$ cat config.mk
export PLATFORM = sky130hd
export DESIGN_NAME = packet_sequence_reorder_buffer_unit_flat
export DESIGN_NICKNAME = d
export VERILOG_FILES = /design/src/rtl/core/psrb_pkg.sv /design/src/rtl/core/psrb_if.sv /design/src/rtl/core/packet_sequence_reorder_buffer_unit.sv /design/src/flat_wrapper.sv
export VERILOG_INCLUDE_DIRS = /design/src /design/src/rtl/core
export SDC_FILE = /design/constraint.sdc
export NUM_CORES = 2
export LEC_CHECK = 0
export BUFFER_PORTS_ARGS = -buffer_cell sky130_fd_sc_hd__clkbuf_2
export CAP_MARGIN = 10
export CORE_ASPECT_RATIO = 1.25
export CORE_MARGIN = 10
export CORE_UTILIZATION = 65
export DETAILED_ROUTE_END_ITERATION = 8
export GPL_ROUTABILITY_DRIVEN = 0
export PLACE_DENSITY_LB_ADDON = 0.05
export REMOVE_ABC_BUFFERS = 1
export SLEW_MARGIN = 15
export SYNTH_ARGS = -nofsm -noshare
export SYNTH_HDL_FRONTEND = slang
export SYNTH_SLANG_ARGS = --single-unit
$ cat constraint.sdc
create_clock -name clk -period 11.75 [get_ports clk]
set_input_delay 0.5875 -clock clk [delete_from_list [all_inputs] [get_ports clk]]
set_output_delay 0.5875 -clock clk [all_outputs]
set_load 0.02 [all_outputs]
$ cat src/rtl/core/packet_sequence_reorder_buffer_unit_macros.svh
// assertion helpers for the reorder buffer
`ifndef PACKET_SEQUENCE_REORDER_BUFFER_UNIT_MACROS_SVH
`define PACKET_SEQUENCE_REORDER_BUFFER_UNIT_MACROS_SVH

// condition that holds at every edge outside reset
`define PSRB_ASSERT_ALWAYS(lbl, clk_s, rstn_s, expr) \
    lbl: assert property (@(posedge clk_s) disable iff (!rstn_s) (expr)) \
        else $error("reorder buffer invariant violated");

// same-cycle implication outside reset
`define PSRB_ASSERT_IMPL(lbl, clk_s, rstn_s, ante, cons) \
    lbl: assert property (@(posedge clk_s) disable iff (!rstn_s) (ante) |-> (cons)) \
        else $error("reorder buffer implication violated");

`endif

$ cat src/rtl/core/psrb_pkg.sv
package psrb_pkg;

    // field widths
    localparam int SEQ_W = 16;
    localparam int TAG_W = 16;
    localparam int EV_W  = 3;
    localparam int LIM_W = 6;

    // window store, depth must be a power of two
    localparam int WINDOW_DEPTH = 64;
    localparam int IDX_W        = $clog2(WINDOW_DEPTH);
    localparam int CNT_W        = IDX_W + 1;

    localparam logic [LIM_W-1:0] HOLD_LIMIT_RESET = LIM_W'(63);

    // result event codes
    typedef enum logic [EV_W-1:0] {
        EV_RELEASED = 3'd0,
        EV_HEADER   = 3'd1,
        EV_LATE     = 3'd2,
        EV_OUTSIDE  = 3'd3,
        EV_RESYNC   = 3'd4
    } ev_t;

    // packet classes found in the classify step
    typedef enum logic [2:0] {
        CL_HDR,
        CL_BASE,
        CL_LATE,
        CL_FAR,
        CL_NEXT,
        CL_DUP,
        CL_EARLY
    } class_t;

    // microprogram steps
    typedef enum logic [2:0] {
        U_IDLE,
        U_CLASS,
        U_ONE,
        U_STORE,
        U_RESYNC,
        U_RELEASE,
        U_DRAIN
    } upc_t;

    // datapath actions
    typedef enum logic [2:0] {
        A_LOAD,
        A_CLASSIFY,
        A_ONE,
        A_STORE,
        A_RESYNC,
        A_RELEASE,
        A_DRAIN
    } act_t;

    // jump conditions
    typedef enum logic [2:0] {
        C_ALWAYS,
        C_IN,
        C_DISPATCH,
        C_LIMIT,
        C_MORE
    } cond_t;

    // one control word
    typedef struct packed {
        act_t  act;
        logic  wait_out;
        cond_t cond;
        upc_t  tgt_t;
        upc_t  tgt_f;
    } ctrl_t;

    // control store
    function automatic ctrl_t psrb_rom(input upc_t step);
        ctrl_t cw;
        cw = '{act: A_LOAD, wait_out: 1'b0, cond: C_IN, tgt_t: U_CLASS, tgt_f: U_IDLE};
        case (step)
            U_IDLE:
                cw = '{act: A_LOAD, wait_out: 1'b0, cond: C_IN,
                       tgt_t: U_CLASS, tgt_f: U_IDLE};
            U_CLASS:
                cw = '{act: A_CLASSIFY, wait_out: 1'b0, cond: C_DISPATCH,
                       tgt_t: U_ONE, tgt_f: U_ONE};
            U_ONE:
                cw = '{act: A_ONE, wait_out: 1'b1, cond: C_ALWAYS,
                       tgt_t: U_IDLE, tgt_f: U_IDLE};
            U_STORE:
                cw = '{act: A_STORE, wait_out: 1'b0, cond: C_LIMIT,
                       tgt_t: U_RESYNC, tgt_f: U_IDLE};
            U_RESYNC:
                cw = '{act: A_RESYNC, wait_out: 1'b1, cond: C_ALWAYS,
                       tgt_t: U_IDLE, tgt_f: U_IDLE};
            U_RELEASE:
                cw = '{act: A_RELEASE, wait_out: 1'b1, cond: C_MORE,
                       tgt_t: U_DRAIN, tgt_f: U_IDLE};
            U_DRAIN:
                cw = '{act: A_DRAIN, wait_out: 1'b1, cond: C_MORE,
                       tgt_t: U_DRAIN, tgt_f: U_IDLE};
            default:
                cw = '{act: A_LOAD, wait_out: 1'b0, cond: C_IN,
                       tgt_t: U_CLASS, tgt_f: U_IDLE};
        endcase
        return cw;
    endfunction

    // dispatch table of the classify step
    function automatic upc_t psrb_dispatch(input class_t cls);
        upc_t tgt;
        case (cls)
            CL_NEXT:  tgt = U_RELEASE;
            CL_EARLY: tgt = U_STORE;
            default:  tgt = U_ONE;
        endcase
        return tgt;
    endfunction

    // event of a single-result class
    function automatic ev_t psrb_class_event(input class_t cls);
        ev_t ev;
        case (cls)
            CL_HDR:  ev = EV_HEADER;
            CL_LATE: ev = EV_LATE;
            CL_DUP:  ev = EV_LATE;
            CL_FAR:  ev = EV_OUTSIDE;
            default: ev = EV_RELEASED;
        endcase
        return ev;
    endfunction

endpackage

$ cat src/rtl/core/psrb_if.sv
// packet item channel
interface psrb_pkt_if;
    import psrb_pkg::*;

    logic             valid;
    logic             ready;
    logic [SEQ_W-1:0] seq_number;
    logic [TAG_W-1:0] payload_tag;

    modport source (output valid, output seq_number, output payload_tag, input ready);
    modport sink   (input valid, input seq_number, input payload_tag, output ready);
endinterface

// result item channel
interface psrb_res_if;
    import psrb_pkg::*;

    logic             valid;
    logic             ready;
    logic [EV_W-1:0]  event_res;
    logic [SEQ_W-1:0] out_seq;
    logic [TAG_W-1:0] out_tag;
    logic             last;

    modport source (output valid, output event_res, output out_seq, output out_tag,
                    output last, input ready);
    modport sink   (input valid, input event_res, input out_seq, input out_tag,
                    input last, output ready);
endinterface

// hold limit write channel
interface psrb_cfg_if;
    import psrb_pkg::*;

    logic             valid;
    logic             ready;
    logic [LIM_W-1:0] hold_limit;

    modport source (output valid, output hold_limit, input ready);
    modport sink   (input valid, input hold_limit, output ready);
endinterface

$ cat src/rtl/core/packet_sequence_reorder_buffer_unit.sv
// results: an item is classified after it is accepted, then its first result is registered in
//   the one-result or release step, or in the resync step when the store overflows; a stalled result
//   output holds the step. A new item is taken only in the idle step, after the last one is done;
//   the drain reads one slot per cycle from the tag memory read port unless output stalls
// reset: sequencer idle, no baseline, all slot valid bits and the held count cleared,
//   hold limit 63; the tag memory is not cleared
`include "packet_sequence_reorder_buffer_unit_macros.svh"

module packet_sequence_reorder_buffer_unit (
    input logic      clk,
    input logic      rst_n,
    psrb_pkt_if.sink pkt,
    psrb_res_if.source res,
    psrb_cfg_if.sink cfg
);
    import psrb_pkg::*;

    // sequencer
    upc_t  upc_reg;
    upc_t  upc_next;
    ctrl_t cw;
    logic  fire;
    logic  cond_c;

    // datapath state
    logic [LIM_W-1:0]        limit_reg;
    logic                    synced_reg;
    logic [SEQ_W-1:0]        last_reg;
    logic [SEQ_W-1:0]        seq_reg;
    logic [TAG_W-1:0]        tag_reg;
    logic [TAG_W-1:0]        rd_tag_reg;
    logic [WINDOW_DEPTH-1:0] valid_reg;
    logic [TAG_W-1:0]        tag_mem [WINDOW_DEPTH];
    logic [IDX_W-1:0]        head_reg;
    logic [IDX_W-1:0]        idx_reg;
    logic [CNT_W-1:0]        held_reg;
    logic [IDX_W-1:0]        n_reg;
    class_t                  class_reg;

    // result register
    logic             out_valid_reg;
    ev_t              out_ev_reg;
    logic [SEQ_W-1:0] out_seq_reg;
    logic [TAG_W-1:0] out_tag_reg;
    logic             out_last_reg;

    // datapath helpers
    logic             out_free;
    logic [SEQ_W-1:0] dist_c;
    logic [IDX_W-1:0] idx_c;
    logic [IDX_W-1:0] head_inc;
    logic [SEQ_W-1:0] next_seq;
    logic [CNT_W-1:0] held_inc;
    logic             limit_c;
    logic             more_c;
    class_t           class_c;

    assign cw       = psrb_rom(upc_reg);
    assign out_free = !out_valid_reg || res.ready;
    assign fire     = !cw.wait_out || out_free;

    // distance and window slot of the current packet
    assign dist_c   = seq_reg - last_reg;
    assign idx_c    = IDX_W'(head_reg + dist_c[IDX_W-1:0] - IDX_W'(1));
    assign head_inc = IDX_W'(head_reg + IDX_W'(1));
    assign next_seq = SEQ_W'(last_reg + SEQ_W'(1));
    assign held_inc = CNT_W'(held_reg + CNT_W'(1));
    assign limit_c  = held_inc > CNT_W'(limit_reg);

    // another held packet follows, capped at the result budget of one item
    assign more_c = valid_reg[head_inc] &&
                    ((cw.act != A_DRAIN) || (n_reg != IDX_W'(WINDOW_DEPTH - 1)));

    // packet classification
    always_comb
    begin
        if (seq_reg == '0)
            class_c = CL_HDR;
        else if (!synced_reg)
            class_c = CL_BASE;
        else if ((dist_c == '0) || dist_c[SEQ_W-1])
            class_c = CL_LATE;
        else if (dist_c > SEQ_W'(WINDOW_DEPTH))
            class_c = CL_FAR;
        else if (dist_c == SEQ_W'(1))
            class_c = CL_NEXT;
        else if (valid_reg[idx_c])
            class_c = CL_DUP;
        else
            class_c = CL_EARLY;
    end

    // jump condition
    always_comb
    begin
        case (cw.cond)
            C_ALWAYS:   cond_c = 1'b1;
            C_IN:       cond_c = pkt.valid;
            C_DISPATCH: cond_c = 1'b1;
            C_LIMIT:    cond_c = limit_c;
            C_MORE:     cond_c = more_c;
            default:    cond_c = 1'b0;
        endcase
    end

    // next step
    always_comb
    begin
        if (!fire)
            upc_next = upc_reg;
        else if (cw.cond == C_DISPATCH)
            upc_next = psrb_dispatch(class_c);
        else if (cond_c)
            upc_next = cw.tgt_t;
        else
            upc_next = cw.tgt_f;
    end

    // handshakes
    assign pkt.ready     = (cw.act == A_LOAD);
    assign cfg.ready     = 1'b1;
    assign res.valid     = out_valid_reg;
    assign res.event_res = out_ev_reg;
    assign res.out_seq   = out_seq_reg;
    assign res.out_tag   = out_tag_reg;
    assign res.last      = out_last_reg;

    // sequencer, datapath state and result register
    always_ff @(posedge clk or negedge rst_n)
    begin
        if (!rst_n)
        begin
            upc_reg       <= U_IDLE;
            limit_reg     <= HOLD_LIMIT_RESET;
            synced_reg    <= 1'b0;
            last_reg      <= '0;
            seq_reg       <= '0;
            tag_reg       <= '0;
            valid_reg     <= '0;
            head_reg      <= '0;
            idx_reg       <= '0;
            held_reg      <= '0;
            n_reg         <= '0;
            class_reg     <= CL_HDR;
            out_valid_reg <= 1'b0;
            out_ev_reg    <= EV_RELEASED;
            out_seq_reg   <= '0;
            out_tag_reg   <= '0;
            out_last_reg  <= 1'b0;
        end
        else
        begin
            upc_reg <= upc_next;

            if (res.ready)
                out_valid_reg <= 1'b0;

            if (cfg.valid)
                limit_reg <= cfg.hold_limit;

            if (fire)
            begin
                case (cw.act)
                    A_LOAD:
                    begin
                        if (pkt.valid)
                        begin
                            seq_reg <= pkt.seq_number;
                            tag_reg <= pkt.payload_tag;
                        end
                    end
                    A_CLASSIFY:
                    begin
                        class_reg <= class_c;
                        idx_reg   <= idx_c;
                    end
                    A_ONE:
                    begin
                        out_valid_reg <= 1'b1;
                        out_ev_reg    <= psrb_class_event(class_reg);
                        out_seq_reg   <= seq_reg;
                        out_tag_reg   <= tag_reg;
                        out_last_reg  <= 1'b1;
                        // baseline restarts an empty window
                        if (class_reg == CL_BASE)
                        begin
                            valid_reg  <= '0;
                            held_reg   <= '0;
                            head_reg   <= '0;
                            synced_reg <= 1'b1;
                            last_reg   <= seq_reg;
                        end
                    end
                    A_STORE:
                    begin
                        valid_reg[idx_reg] <= 1'b1;
                        held_reg           <= held_inc;
                    end
                    A_RESYNC:
                    begin
                        valid_reg     <= '0;
                        held_reg      <= '0;
                        head_reg      <= '0;
                        synced_reg    <= 1'b0;
                        out_valid_reg <= 1'b1;
                        out_ev_reg    <= EV_RESYNC;
                        out_seq_reg   <= seq_reg;
                        out_tag_reg   <= tag_reg;
                        out_last_reg  <= 1'b1;
                    end
                    A_RELEASE:
                    begin
                        out_valid_reg <= 1'b1;
                        out_ev_reg    <= EV_RELEASED;
                        out_seq_reg   <= next_seq;
                        out_tag_reg   <= tag_reg;
                        out_last_reg  <= !more_c;
                        last_reg      <= next_seq;
                        head_reg      <= head_inc;
                        n_reg         <= IDX_W'(1);
                    end
                    A_DRAIN:
                    begin
                        out_valid_reg       <= 1'b1;
                        out_ev_reg          <= EV_RELEASED;
                        out_seq_reg         <= next_seq;
                        out_tag_reg         <= rd_tag_reg;
                        out_last_reg        <= !more_c;
                        valid_reg[head_reg] <= 1'b0;
                        if (held_reg != '0)
                            held_reg <= CNT_W'(held_reg - CNT_W'(1));
                        last_reg <= next_seq;
                        head_reg <= head_inc;
                        n_reg    <= IDX_W'(n_reg + IDX_W'(1));
                    end
                    default:
                    begin
                    end
                endcase
            end
        end
    end

    // tag memory, one write and one registered read per cycle
    always_ff @(posedge clk)
    begin
        if (fire && (cw.act == A_STORE))
            tag_mem[idx_reg] <= tag_reg;
        if (fire && ((cw.act == A_RELEASE) || (cw.act == A_DRAIN)))
            rd_tag_reg <= tag_mem[head_inc];
    end

    // checks
    `PSRB_ASSERT_ALWAYS(a_held_matches_valid, clk, rst_n, $countones(valid_reg) == held_reg)
    `PSRB_ASSERT_IMPL(a_unsynced_empty, clk, rst_n, !synced_reg, held_reg == '0)
    `PSRB_ASSERT_IMPL(a_open_drain, clk, rst_n, out_valid_reg && !out_last_reg, upc_reg == U_DRAIN)
    `PSRB_ASSERT_IMPL(a_drain_slot_held, clk, rst_n, upc_reg == U_DRAIN, valid_reg[head_reg])

endmodule

$ cat src/flat_wrapper.sv
// flat-port wrapper written by rule: the top's interface ports become plain ports
module packet_sequence_reorder_buffer_unit_flat import psrb_pkg::*;
  (clk, rst_n, pkt_valid, pkt_seq_number, pkt_payload_tag, pkt_ready, res_valid, res_event_res, res_out_seq, res_out_tag, res_last, res_ready, cfg_valid, cfg_hold_limit, cfg_ready);
  psrb_pkt_if pkt_i ();
  psrb_res_if res_i ();
  psrb_cfg_if cfg_i ();
  input logic clk;
  input logic rst_n;
  input wire logic [$bits(pkt_i.valid)-1:0] pkt_valid;
  input wire logic [$bits(pkt_i.seq_number)-1:0] pkt_seq_number;
  input wire logic [$bits(pkt_i.payload_tag)-1:0] pkt_payload_tag;
  output wire logic [$bits(pkt_i.ready)-1:0] pkt_ready;
  output wire logic [$bits(res_i.valid)-1:0] res_valid;
  output wire logic [$bits(res_i.event_res)-1:0] res_event_res;
  output wire logic [$bits(res_i.out_seq)-1:0] res_out_seq;
  output wire logic [$bits(res_i.out_tag)-1:0] res_out_tag;
  output wire logic [$bits(res_i.last)-1:0] res_last;
  input wire logic [$bits(res_i.ready)-1:0] res_ready;
  input wire logic [$bits(cfg_i.valid)-1:0] cfg_valid;
  input wire logic [$bits(cfg_i.hold_limit)-1:0] cfg_hold_limit;
  output wire logic [$bits(cfg_i.ready)-1:0] cfg_ready;
  assign pkt_i.valid = pkt_valid;
  assign pkt_i.seq_number = pkt_seq_number;
  assign pkt_i.payload_tag = pkt_payload_tag;
  assign pkt_ready = pkt_i.ready;
  assign res_valid = res_i.valid;
  assign res_event_res = res_i.event_res;
  assign res_out_seq = res_i.out_seq;
  assign res_out_tag = res_i.out_tag;
  assign res_last = res_i.last;
  assign res_i.ready = res_ready;
  assign cfg_i.valid = cfg_valid;
  assign cfg_i.hold_limit = cfg_hold_limit;
  assign cfg_ready = cfg_i.ready;
  packet_sequence_reorder_buffer_unit u_core (.clk(clk), .rst_n(rst_n), .pkt(pkt_i), .res(res_i), .cfg(cfg_i));
endmodule
### After elaboration in Yosys (flattened, before gate mapping)

Memories as Yosys holds them, arrays and structs flattened. A register that Yosys moved wholly into a read port is not among the register bits.
Cells that the tools add are included.
Widths: inputs -> output; s select.

* RAM bits: 1024
* logic and storage cells: 148
* output and inout bits: 39
* bits of input ports: 43
* bits in registers: 187
* memories kept: 1

* bitwise gates (word level): 3
* multiplexer cells: 41
* add/sub/neg operators: 8
* order comparisons: 8
* reductions and logical operators: 43
* equality and inequality tests: 27

Memories
* u_core.tag_mem: words 64, bits a word 16, rd ports 1, clocked after Yosys merged registers in 1, wr ports 1, line packet_sequence_reorder_buffer_unit.sv:33 `logic [TAG_W-1:0] tag_mem [WINDOW_DEPTH];`

Operator list (number)
* $pmux 64 s4: 1
* $pmux 16 s2: 3
* $pmux 13 s6: 1
* $and 64x64->64: 1
* $mux 64: 1
* $not 64->64: 1
* $or 64x64->64: 1
* $logic_not 16->1: 2
* $eq 3x3->1 const B: 10
* $lt 6x7->1 const B: 4
* $pmux 7 s4: 1
* $eq 3x2->1 const B: 8
* $mux 3: 7
* $pmux 6 s3: 1
* $add 16x1->16 const B: 1
* $eq 16x1->1 const B: 1
* $gt 16x7->1 const B: 1
* $mux 16: 1
* $sub 16x16->16: 1
* $reduce_and 3->1: 5
* $mux 7: 2
* $add 6x1->6 const B: 2
* $bmux 1 s6: 2
* $demux 1 s6: 2
* other kinds (32): 70

### Logic depth before layout (Yosys ltp)

* depth in word-level cells: 14
* gate-level depth with buffers: 19
* mapped depth without buffers: 18

### Worst setup path before layout

OpenSTA, ideal clock, no wires.

* path kind: register to register
* start point: reg u_core.head_reg[0]
* end point: reg u_core.upc_reg[1]
* data required time: 11626 ps
* cell stages (with the launch flop): 18
* path slack: 7688 ps
* path buffers: 5
* data arrival time: 3938 ps
* period minus slack after synthesis: 4062 ps
* library setup time: 124 ps
* path through: dfrtp_1 buf_4 buf_6 buf_2 buf_2 buf_2 inv_1 ha_1 inv_1 ha_1 fa_1 xnor2_1 mux4_2 mux2i_1 a22oi_1 a21oi_1 a31oi_1 or2_1

* cells in the longest elaborated chain, start to end: 13
* elaborated cells on any way between the ends: 20
* those cells by class: 3 x add/sub; 2 x eq/ne; 14 x mux; 1 x reduce/logical

Ends and longest elaborated chain
* from (decl): line packet_sequence_reorder_buffer_unit.sv:34 `logic [IDX_W-1:0] head_reg;`
* from (signal assigned): line packet_sequence_reorder_buffer_unit.sv:219 `head_reg <= head_inc;`
* from (signal assigned): line packet_sequence_reorder_buffer_unit.sv:233 `head_reg <= head_inc;`
* $add 6x6->6: line packet_sequence_reorder_buffer_unit.sv:64 `assign idx_c = IDX_W'(head_reg + dist_c[IDX_W-1:0] - IDX_W'(1));`
* $sub 6x1->6: line packet_sequence_reorder_buffer_unit.sv:64
* $bmux 1 s6: line packet_sequence_reorder_buffer_unit.sv:87 `else if (valid_reg[idx_c])`
* $mux 1 (not written as such): line packet_sequence_reorder_buffer_unit.sv:87
* $mux 2: line packet_sequence_reorder_buffer_unit.sv:87
* $mux 3: line packet_sequence_reorder_buffer_unit.sv:85 `else if (dist_c == SEQ_W'(1))`
* $mux 3: line packet_sequence_reorder_buffer_unit.sv:83 `else if (dist_c > SEQ_W'(WINDOW_DEPTH))`
* $mux 3: line packet_sequence_reorder_buffer_unit.sv:81 `else if ((dist_c == '0) || dist_c[SEQ_W-1])`
* $mux 3: line packet_sequence_reorder_buffer_unit.sv:79 `else if (!synced_reg)`
* $mux 3: line packet_sequence_reorder_buffer_unit.sv:77 `if (seq_reg == '0)`
* $eq 3x3->1: line psrb_pkg.sv:112 `case (cls)`
* $pmux 3 s2: line psrb_pkg.sv:112
* $mux 3 (*): line packet_sequence_reorder_buffer_unit.sv:111 `else if (cw.cond == C_DISPATCH)`
* to (signal assigned): line packet_sequence_reorder_buffer_unit.sv:153 `upc_reg <= upc_next;`
* to (decl): line packet_sequence_reorder_buffer_unit.sv:19 `upc_t upc_reg;`

Every way passes the cells marked *; elsewhere a longest branch is shown, timed or not. The select of a mux whose other input is x is not followed.
A chain may end at the register's enable or synchronous reset.

### Worst setup path in the final report

Ends and elaborated chain as after synthesis.

==> results <==
- The run finished with clean final reports.
- The tree is rooted in a clkbuf_16.
- The worst hold-check path type is input port to flip-flop.
- Prior to clock tree synthesis, the placed netlist has a worst setup slack of 6800 ps.
- The initial antenna violation count is 2.
- The largest buffer count on any clock path is 3.
- In this run the tightest slew margin relative to its limit is 0.252.
- Of all nets on the critical path, the largest fanout is 69.
- The worst path needs between 4000 and 5000 ps of the cycle, external delays included.
- The count of input and output buffers is 80.
- The clock input transition at the sequential cells of the worst setup and hold paths is about 60 ps.
- The element type at the critical path start is a flip-flop.
- Dividing the final minimum period by the clock period gives 0.422.
- Leaving out filler cells and counting taps, the final layout contains 3964.
- Counting stages on the worst path, the most repeated cell is mux4_2.
- The final antenna-violating net count is 0.
- The total buffers and inverters traversed by the critical path is 1.
- After detailed placement, the design holds a cell count of between 3000 and 4000.
- The leading area contributor after synthesis is edfxtp_1.
- The number of flip-flops under the largest register name is 1024.
- The fraction of registers with async set/reset is 0.152.
- The overall routed net length is 126 mm.
- The floorplan step set the die height to ~330 um.
- In this run the number of cells on the critical path is 9.
- Global routing finished with a remaining overflow of 0.
- The library cell used most frequently in the layout, excluding fill and tap cells, is edfxtp_1.
- The total number of placement rows is 114.
- In this run the static leakage power is about 19 nW.
- The share of final-layout standard cells stronger than drive strength 1 is 0.280.
- For this design the top-level I/O count stands at just over 80.
- The critical path's slowest cell is dfrtp_4.
- Counting every instance in the synthesized netlist gives 2704.
- After detailed routing, the number of remaining DRC violations is 0.
- The maximum cell stage delay along the critical path is 970 ps.
- For this run, the total global-route usage over all layers was measured as 0.283.
- The filler cell count in the final layout is 4627.
- For the final database, setup skew stands at 33.8 ps.
- The fraction of the yosys area taken by sequential cells is 0.710.
- The category of the critical setup timing path is flip-flop to flip-flop.
- Along the worst hold path, the cell count comes to 3.
- The final setup slack of the worst path is 6790 ps.
- The total CTS buffers is ~110.
- Entering global routing, the biggest net connects 123 pins.
- The number of cells on the worst reg-to-reg path is 9.
- At the pin with the least slew margin, the transition time is around 1100 ps.
- The number of global-route vias before repair is 27600.
- The CTS tree is done.
- The effective utilization at floorplan is 0.654.
- Setup slack on the worst reg-to-reg path comes out at 6790 ps.
- Setup repair after global routing left no endpoint under its margin.
- The total count of hold-check failures in the final report is 0.
- The critical path goes through ha_4, buf_4, mux4_2, mux4_2, mux2_2, nand2_1, a21o_1, a21oi_1, or2_1.
- Ranked by total cell area, the synthesized netlist is headed by edfxtp_1, mux4_2, dfrtp_1.
- For this run, the top clock speed supported by timing is 0.202 GHz.
- The first global-routing pass estimated 186 mm of wire.
- The share of synthesized area in the top cell type comes to 0.618.
- The critical path capture point type is a flip-flop.
- The setup fix buffers added after clock tree synthesis is 0.
- Across the VDD grid, the largest voltage drop is 390 uV.
- The number of max-cap violations is 0.
- Using the TritonRoute via totals, the vias-per-cell ratio works out to about 6.9.
- The HPWL after detailed placement is just over 70 mm.
- The areal power density over the cells is about 270 nW/um^2.
- The total via count after detailed routing is 27200.
- The number of different library cells used by synthesis comes to between 70 and 80.
- The sink count of the clock tree is 1227.
- The area growth from synthesis to layout is 11.3%.
- The total standard cell area after synthesis is 50600 um^2.
- The setup-violating endpoint count in the final report is 0.
- The number of register bits inferred by synthesis is about 1200.
- The area of the die is 89400 um^2.
- The worst hold-check slack is roughly 97 ps.
- The total count of max-transition violations in the final report is 0.
- The cell family contributing the most delay on the critical path is multiplexers.
- Counting flops with a built-in enable in the synthesized netlist gives 1040.
- The H-tree was split into 3 levels.
- The pre-antenna-repair detailed-routing pass consisted of 5 iterations.
- The flip-flop cell with the highest count after synthesis is edfxtp_1.
- At the worst endpoint, the arrival time is between 5000 and 6000 ps.
- At the worst endpoint, the required time is 12330 ps.
- Yosys printed 0 warnings.
- The insertion delay of the later-clocked pin in the worst-skew pair is 710 ps.
- The number of DRC violations after detailed-routing iteration 0 is approximately 3500.
- The x dimension of the die is about 270 um.
- The core region is 77300 um^2.
- The library cells used most frequently in the layout, excluding fill and tap cells, are edfxtp_1, mux4_2, nand2_1.
- The final net count is 2906.
- The number of antenna diodes in the final layout is 0.
- The mean instance size in the synthesized netlist is 18.7 um^2.
- The wire length per cell is between 30 and 40 um.
layout make-up:
class                           instances  area, um^2  share of cell area
Tap cell                             1044        1310              0.0232
Inverter                               39         146             0.00260
Timing Repair Buffer                  168        1120              0.0198
Clock buffer                          151        3150              0.0560
Sequential cell                      1227       36000               0.639
Multi-Input combinational cell       1278       14000               0.249
Clock inverter                         57         579              0.0103
cell families (layout without fill, tap and decap cells):
kind of cell / after synthesis / in the layout / synth area share
buffers and inverters: 199 / 415 / 0.0170
AND/OR/NAND/NOR: 431 / 431 / 0.0385
XOR/XNOR: 43 / 43 / 0.00760
flip-flops: 1227 / 1227 / 0.710
adder cells (fa/ha/maj): 38 / 38 / 0.00970
other: 1 / 1 / 0.0000742
multiplexers: 406 / 406 / 0.170
AO/OA/AOI/OAI: 359 / 359 / 0.0468
synthesized netlist by cell type, types with 7 or more instances:
| cell | count |
|---|---|
| a211oi_1 | 18 |
| a21o_1 | 11 |
| a21oi_1 | 98 |
| a22o_1 | 7 |
| a31oi_1 | 43 |
| and2_1 | 25 |
| and3_1 | 13 |
| buf_1 | 29 |
| buf_2 | 60 |
| clkbuf_1 | 63 |
| dfrtp_1 | 181 |
| edfxtp_1 | 1040 |
| ha_1 | 36 |
| inv_1 | 37 |
| mux2_2 | 40 |
| mux2i_1 | 7 |
| mux4_2 | 359 |
| nand2_1 | 166 |
| nand3_1 | 26 |
| nor2_1 | 128 |
| nor2b_1 | 9 |
| nor3_1 | 19 |
| o21ai_0 | 62 |
| o22a_1 | 66 |
| o31ai_1 | 11 |
| xnor2_1 | 27 |
| xor2_1 | 15 |
repair_timing:
action / in CTS / in global routing
endpoints found under the hold margin: 47 / 0
resized for setup: 0 / 0
hold buffers: 1 / 0
per-layer routing:
layer / wire [um] / vias to the layer above / track usage
met2: 63800 / 1453 / 0.462
met5: 0 / - / 0
li1: - / 11200 / -
met3: 10300 / 302 / 0.0481
met4: 5440 / 0 / 0.119
met1: 46500 / 14300 / 0.378
power by group:
group / switching, mW / internal, mW / leakage (nW)
Combinational: 2.89 / 2.42 / 5.46
Clock: 1.57 / 2.11 / 1.83
Sequential: 0.653 / 5.54 / 11.7
worst min-delay path, stage by stage:
cell	delay, ps
clkbuf_2	80
nand2_1	50
o21ai_0	70
through the flow:
stage / cell area (um^2) / setup TNS, ps / total power [mW] / util
3_5_place_dp: 52500 / 0 / 11.6 / 0.679
2_1_floorplan: 49900 / -164980 / 10.9 / -
4_1_cts: 56200 / 0 / 15.2 / 0.727
3_3_place_gp: 52500 / 0 / 11.4 / 0.679
6_report: 56300 / 0 / 15.2 / 0.728
5_1_grt: 56300 / 0 / 15.9 / 0.728
worst paths after layout:
| path | start | to |
|---|---|---|
| worst max-delay path | u_core.head_reg[0] | u_core.upc_reg[1] |
| worst min-delay path | cfg_hold_limit[4] | u_core.limit_reg[4] |
| worst max register to register | u_core.head_reg[0] | u_core.upc_reg[1] |
| worst min register to register | u_core.res.event_res[1] | u_core.res.event_res[1] |
| max in group asynchronous | rst_n | u_core.head_reg[0] |
| min in group asynchronous | rst_n | u_core.res.out_seq[9] |
No activity file was read; power rests on OpenSTA's default activity.
